`src/rtl/bf3_pkg.sv`:
```
// ----------------------------------------------------------------------------
// bf3_pkg
// Shared types, register indexes and the range weight table builder for the
// 3x3 bilateral filter.
// ----------------------------------------------------------------------------
`default_nettype none

package bf3_pkg;

  localparam int unsigned PixW   = 8;
  localparam int unsigned WtW    = 32;   // range Q16 times spatial Q16
  localparam int unsigned NumW   = 44;   // sum of nine weight*pixel products
  localparam int unsigned DenW   = 36;   // sum of nine weights
  localparam int unsigned RemW   = NumW + 8;
  localparam int unsigned QuotW  = 16;
  localparam int unsigned Taps   = 9;
  localparam int unsigned CfgIdxW = 3;
  localparam int unsigned CfgDataW = 16;

  localparam logic [CfgIdxW-1:0] RegImageWidth  = 3'd0;
  localparam logic [CfgIdxW-1:0] RegImageHeight = 3'd1;
  localparam logic [CfgIdxW-1:0] RegSwCenter    = 3'd2;
  localparam logic [CfgIdxW-1:0] RegSwEdge      = 3'd3;
  localparam logic [CfgIdxW-1:0] RegSwCorner    = 3'd4;

  localparam logic [3:0] TapCenter = 4'd4;

  typedef logic [15:0] range_lut_t [256];

  typedef struct packed {
    logic                clear;     // write zero at clr_addr
    logic                accept;    // latch incoming pixel
    logic                win;       // update line buffers, window, counters
    logic                mul;       // form weight of the current tap
    logic                acc;       // accumulate the current tap
    logic                acc_last;  // last tap: also load the divider
    logic                div_step;  // one quotient bit
    logic                out_load;  // move result into the output register
    logic [3:0]          tap;
  } bf3_cmd_t;

  typedef struct packed {
    logic emit;      // current pixel is interior
    logic out_free;  // output register can take a result
  } bf3_status_t;

  // Shift-and-subtract quotient, used only while the table is built.
  function automatic longint unsigned div_u64(longint unsigned num,
                                              longint unsigned dsr);
    longint unsigned q, r;
    q = '0;
    r = '0;
    for (int i = 63; i >= 0; i--) begin
      r = {r[62:0], num[i]};
      if (r >= dsr) begin
        r    = r - dsr;
        q[i] = 1'b1;
      end
    end
    return q;
  endfunction

  // Range weight exp(-d^2/(2*sigma^2)) in Q16, built at elaboration.
  function automatic range_lut_t build_range_lut(int unsigned Sigma);
    range_lut_t       lut;
    longint unsigned  d2, den, n, f, term, v;
    longint           acc;
    for (int d = 0; d < 256; d++) begin
      d2   = longint'(d) * longint'(d);
      den  = 2 * longint'(Sigma) * longint'(Sigma);
      n    = div_u64(d2, den);
      f    = div_u64((d2 - n * den) << 32, den);
      term = 64'd1 << 32;
      acc  = 64'sd1 << 32;
      for (int k = 1; k <= 16; k++) begin
        term = div_u64((term * f) >> 32, longint'(k));
        if ((k & 1) == 1) acc = acc - longint'(term);
        else              acc = acc + longint'(term);
      end
      if (acc < 0) acc = 0;
      v = longint'(acc);
      if (n > 24) begin
        lut[d] = 16'd0;
      end else begin
        for (longint unsigned j = 0; j < n; j++) v = (v * 64'd1580030169) >> 32;
        v = (v + 64'h8000) >> 16;
        lut[d] = (v > 64'd65535) ? 16'hFFFF : v[15:0];
      end
    end
    return lut;
  endfunction

endpackage

`default_nettype wire

```
`src/rtl/bf3_ctrl.sv`:
```
// ----------------------------------------------------------------------------
// bf3_ctrl
// Sequencer: line buffer clear after reset, window update, nine-tap
// multiply-accumulate and the bit-serial divide.
// ----------------------------------------------------------------------------
`default_nettype none

module bf3_ctrl #(
  parameter int unsigned MAX_WIDTH = 1024
) (
  input  wire                           clk_i,
  input  wire                           rst_ni,
  input  wire                           in_valid_i,
  output logic                          in_ready_o,
  input  bf3_pkg::bf3_status_t          status_i,
  output bf3_pkg::bf3_cmd_t             cmd_o,
  output logic [$clog2(MAX_WIDTH)-1:0]  clr_addr_o
);

  localparam int unsigned AW = $clog2(MAX_WIDTH);

  typedef enum logic [6:0] {
    S_CLEAR = 7'b0000001,
    S_IDLE  = 7'b0000010,
    S_WIN   = 7'b0000100,
    S_MUL   = 7'b0001000,
    S_ACC   = 7'b0010000,
    S_DIV   = 7'b0100000,
    S_DONE  = 7'b1000000
  } state_e;

  state_e        state_q, state_d;
  logic [3:0]    tap_q, tap_d;
  logic [3:0]    step_q, step_d;
  logic [AW-1:0] clr_q, clr_d;
  logic          accept;

  assign in_ready_o = (state_q == S_IDLE);
  assign accept     = in_valid_i && in_ready_o;
  assign clr_addr_o = clr_q;

  always_comb begin
    state_d = state_q;
    tap_d   = tap_q;
    step_d  = step_q;
    clr_d   = clr_q;
    cmd_o   = '0;
    cmd_o.tap = tap_q;
    unique case (state_q)
      S_CLEAR: begin
        cmd_o.clear = 1'b1;
        clr_d = clr_q + AW'(1);
        if (clr_q == AW'(MAX_WIDTH - 1)) begin
          state_d = S_IDLE;
        end
      end
      S_IDLE: begin
        cmd_o.accept = accept;
        if (accept) begin
          state_d = S_WIN;
        end
      end
      S_WIN: begin
        cmd_o.win = 1'b1;
        tap_d = '0;
        state_d = status_i.emit ? S_MUL : S_IDLE;
      end
      S_MUL: begin
        cmd_o.mul = 1'b1;
        state_d = S_ACC;
      end
      S_ACC: begin
        cmd_o.acc = 1'b1;
        tap_d = tap_q + 4'd1;
        if (tap_q == 4'(bf3_pkg::Taps - 1)) begin
          cmd_o.acc_last = 1'b1;
          step_d  = '0;
          state_d = S_DIV;
        end else begin
          state_d = S_MUL;
        end
      end
      S_DIV: begin
        cmd_o.div_step = 1'b1;
        step_d = step_q + 4'd1;
        if (step_q == 4'(bf3_pkg::QuotW - 1)) begin
          state_d = S_DONE;
        end
      end
      S_DONE: begin
        if (status_i.out_free) begin
          cmd_o.out_load = 1'b1;
          state_d = S_IDLE;
        end
      end
      default: state_d = S_IDLE;
    endcase
  end

  always_ff @(posedge clk_i or negedge rst_ni) begin
    if (!rst_ni) begin
      state_q <= S_CLEAR;
      tap_q   <= '0;
      step_q  <= '0;
      clr_q   <= '0;
    end else begin
      state_q <= state_d;
      tap_q   <= tap_d;
      step_q  <= step_d;
      clr_q   <= clr_d;
    end
  end

endmodule

`default_nettype wire

```
`config.mk`:
```
export PLATFORM = sky130hd
export DESIGN_NAME = bf3_ctrl
export DESIGN_NICKNAME = d
export VERILOG_FILES = /design/src/rtl/bf3_pkg.sv /design/src/rtl/bf3_ctrl.sv
export SDC_FILE = /design/constraint.sdc
export NUM_CORES = 1
export LEC_CHECK = 0
export BUFFER_PORTS_ARGS = -buffer_cell sky130_fd_sc_hd__buf_2
export CORE_MARGIN = 2
export CORE_UTILIZATION = 50
export CTS_CLUSTER_SIZE = 20
export DETAILED_ROUTE_END_ITERATION = 8
export HOLD_SLACK_MARGIN = 0.06
export PLACE_DENSITY = 0.72
export SLEW_MARGIN = 20
export SYNTH_ARGS = -nofsm -noshare
export SYNTH_HDL_FRONTEND = slang
export SYNTH_SLANG_ARGS = --single-unit
```
`constraint.sdc`:
```
create_clock -name clk_i -period 1.95 [get_ports clk_i]
set_clock_uncertainty 0.2 [all_clocks]
set_input_delay 0.0975 -clock clk_i [delete_from_list [all_inputs] [get_ports clk_i]]
set_output_delay 0.0975 -clock clk_i [all_outputs]
set_load 0.1 [all_outputs]
```
* Word level (Yosys, flattened, before mapping) *
Cells that the tools add are included.
W data, S select, Z words.

cells by class
  $add $sub $neg = 3
  eq/ne operators = 15
  mux-type cells = 19
  reductions and logical operators = 5

operators by type and width
  cell                     count
  $pmux W7 S7              1
  $mux W7                  4
  $pmux W4 S2              2
  $add A10 B1 Y10 const B  1
  $eq A10 B10 Y1 const B   1
  $add A4 B1 Y4 const B    2
  $eq A4 B4 Y1 const B     2
  $mux W1                  8
  $mux W4                  2
  $ne A2 B2 Y1 const B     4
  $eq A7 B1 Y1 const B     1
  $eq A7 B2 Y1 const B     1
  $eq A7 B3 Y1 const B     1
  $eq A7 B4 Y1 const B     1
  $eq A7 B5 Y1 const B     1
  $eq A7 B6 Y1 const B     1
  $eq A7 B7 Y1 const B     1
  $mux W6                  1
  $reduce_and A4 Y1        1
  $reduce_bool A2 Y1       2
  $mux W2                  1
  $ne A2 B1 Y1 const B     1
  $reduce_and A2 Y1        1
  $logic_and A1 B1 Y1      1

word-level totals
  register bits after elaboration = 25
  bits of input ports = 5
  output and inout bits = 23

* Logic depth before layout (Yosys ltp) *
  word-level depth = 4
  mapped depth = 6
  mapped depth without buffers = 6

* Worst setup path before layout *
Ideal clock, no wire load.

  kind = reg-to-reg
  from = reg state_q[4]
  to = reg state_q[3]
  arrival time = 2.610 ns
  data required time = 1.680 ns
  setup slack = -0.929 ns
  cell stages (with the launch flop) = 5
  path buffers = 1
  path through = dfrtp_1 > buf_2 > or4b_1 > nor2_1 > a22o_1

on the way
  longest elaborated chain between the ends = 4

ends and longest elaborated chain
  element                             RTL line                        text
  from (decl)                         bf3_ctrl.sv:32                  state_e state_q, state_d;
  from (signal assigned)              bf3_ctrl.sv:107                 state_q <= state_d;
  $eq A7 B2 Y1                        bf3_ctrl.sv:38, bf3_ctrl.sv:49
  $logic_and A1 B1 Y1                 bf3_ctrl.sv:39                  assign accept = in_valid_i && in_ready_o;
  $ne A2 B1 Y1 (no source line)       --
  $reduce_and A4 Y1 (no source line)  --

Several ways; a longest one is shown, not always the timed one.
A chain may end at the register's enable or synchronous reset.

==> impl_metrics.json <==
{
  "rsz0062_at_grt": "true",
  "gr-usage-met1": 0.2805,
  "final-hold-violation-count": 0,
  "swShare": 0.4226,
  "clock-sinks": 25,
  "cp-start-kind": "flop",
  "netlist_area_sq_um": 1330,
  "worst_slew_pin_slew_ps": 565.3,
  "yosys_warnings": 0,
  "p_int_w": 0.0009489,
  "diodes": 0,
  "ys_ff_latch": 25,
  "instances_no_fill": 216,
  "max_freq_ghz": 0.4615,
  "yosysTopAreaCellShare": 0.4516,
  "synth_area_leader_cell": "dfrtp_1",
  "seq_power_share": 0.362,
  "io_buffer_count": 27,
  "p_clk_frac": 0.154,
  "p_leak_nw": 0.9928,
  "die_w_um": 55.58,
  "antenna_found_initial": 0,
  "dieArea_sq_um": 3089,
  "drtPass1Iterations": 4,
  "syn_avg_cell_area_sq_um": 10.15,
  "post-route-util": 0.8253,
  "yosys-top-cells-count": "dfrtp_1, nand2_1, nor2_1, xnor2_1, inv_1",
  "row_count": 18,
  "async_flop_share": 1.000,
  "clk_pin_slew_worst_paths_ps": 160,
  "grt_busiest_layer": "met2",
  "clk_path_buf_depth": 2,
  "cts_tree": "yes",
  "htree_levels": 1,
  "grt_pass1_wl_mm": 5.209,
  "cap_violations": 0,
  "grt.total_usage": 0.2085,
  "io_pins": 28,
  "p_comb_frac": 0.484,
  "grt_use_met3": 0.02093,
  "power_switching_w": 0.0006946,
  "arrival_ps": 1870,
  "maxSlewViolCount": 0,
  "crit_fanout": 4,
  "drive_gt1_frac": 0.5323,
  "fp.dieH_um": 55.58,
  "setup_viol_count_final": 13,
  "start_util": 0.5320,
  "setup_slack_ps": -216.6,
  "syn_to_final_growth_pct": 55.13,
  "viasPerCell": 5.569,
  "violations": "setup timing",
  "end_kind": "output pin",
  "dp_hpwl_mm": 1.982,
  "hp-class": "input port to asynchronous set/reset pin",
  "synth-main-ff-cell": "dfrtp_1",
  "vias": 1203,
  "routed_wl_mm": 3.408,
  "synth-edff-count": 0,
  "timing.hold.ws_ps": 64.04,
  "status": "complete, but fails checks",
  "grt_overflow": 0,
  "gp_congestion": 0.7639,
  "core_sq_um": 2500,
  "first_global_vias": 1138,
  "fin_setup_tns_ps": -1387,
  "synth_area_leaders": "dfrtp_1, xnor2_1, nand2_1, ha_1, xor2_1",
  "ys_seq_area_frac": 0.4713,
  "maxSlewHeadroom": 0.6231,
  "synthCells": 131,
  "p_per_area_nw_per_um2": 796.6,
  "ant_nets": 0,
  "ir_worst_vdd_uv": 909.4,
  "clk_latency_ps": 330,
  "drtIter0Drc": 37,
  "post-route-period-util": 1.111,
  "finalCriticalPeriod_ps": 2167,
  "wl_per_cell_um": 15.78,
  "root_buffer": "clkbuf_4",
  "ys_types": 33,
  "grt_max_degree": 26,
  "critPathKind": "flop to output pin",
  "cts_buffers": 3,
  "drc": 0,
  "required_ps": 1650,
  "dp.cells": 189,
  "syn-num-nets": 140,
  "yosysMostFrequentCell": "dfrtp_1",
  "grtUsageMet2": 0.3554,
  "finalNetCount": 196
}
layout make-up:
type                            count  area (sq um)
Sequential cell                    25         648.1
Clock inverter                      1         7.507
Multi-Input combinational cell     95         793.3
Inverter                            8         45.04
Timing Repair Buffer               54         509.2
Tap cell                           30         37.54
Fill cell                         150         436.7
Clock buffer                        3         22.52
worst paths after layout:
path,endpoint,slack (ps),from,cells after the start
setup / recovery,cmd_o[4],-220,state_q[3],5
min in group clk_i,clr_addr_o[0],300,clr_addr_o[0],1
hold reg to reg,clr_addr_o[0],300,clr_addr_o[0],1
setup reg to reg,clr_addr_o[4],-40,state_q[3],8
max in group asynchronous,tap_q[0],1070,rst_ni,2
hold / removal,tap_q[1],60,rst_ni,2
cell usage in the layout, fill, tap and decap left out, types with 4 or more instances in the layout:
| cell | n |
|---|---|
| buf_2 | 18 |
| buf_4 | 17 |
| nand2_1 | 11 |
| dfrtp_2 | 11 |
| dfrtp_1 | 11 |
| buf_12 | 9 |
| nor2_1 | 7 |
| xnor2_1 | 7 |
| o21ai_0 | 6 |
| buf_6 | 5 |
| nor3_1 | 4 |
| xor2_1 | 4 |
| ha_1 | 4 |
| dlygate4sd3_1 | 4 |
critical path, cell delays in order, from the launching register on:
cell and delay (ps):
dfrtp_2 450, buf_6 130, nor4_4 380, nand3_1 240, nor2_4 160, buf_12 180
metrics by stage:
| stage | area, sq um | total power [W] | setup slack [ps] |
|---|---|---|---|
| global route | 2063 | 0.001710 | -326.7 |
| global placement | 1699 | 0.001225 | 109.8 |
| finish | 2063 | 0.001644 | -216.6 |
| detailed placement | 1699 | 0.001234 | 54.90 |
| CTS | 1903 | 0.001570 | -191.0 |
| floorplan | 1385 | 0.001026 | -468.3 |
repair_timing:
action                     4_1_cts  5_1_grt
setup buffers                   10       10
gates resized for setup         15       21
setup endpoints to repair        9       23
hold endpoints to repair        29        0
hold buffers                     4        0
pin swaps                        3       13
cloned                           0        0
state kept, by name (all words and copies together), names as in the netlist:
register and flops:
state_q 7, step_q 4, tap_q 4, clr_addr_o 10
kinds of logic (layout without fill, tap and decap cells):
group | after synthesis | count (layout) | share of synthesized area
AO/OA/AOI/OAI | 17 | 17 | 0.08373
XOR/XNOR | 13 | 13 | 0.08561
adder cells (fa/ha/maj) | 4 | 4 | 0.03763
buffers and inverters | 11 | 66 | 0.04045
flip-flops | 25 | 25 | 0.4713
multiplexers | 1 | 1 | 0.007526
AND/OR/NAND/NOR | 60 | 60 | 0.2738
metal layers:
layer / vias to the layer above / wire [um]
li1: 575 / -
met1: 584 / 1390
met2: 38 / 1818
met3: 6 / 138
met4: 0 / 60
met5: - / 0
power groups by stage:
stage / Combinational, W / Sequential, W / Clock [W]
2_1_floorplan: 0.000401 / 0.000625 / 0
3_3_place_gp: 0.000626 / 0.000599 / 0
4_1_cts: 0.000729 / 0.000587 / 0.000254
3_5_place_dp: 0.000631 / 0.000603 / 0
5_1_grt: 0.000833 / 0.000599 / 0.000278
6_report: 0.000795 / 0.000595 / 0.000254
Note: power is estimated with default switching activity, not from simulation.
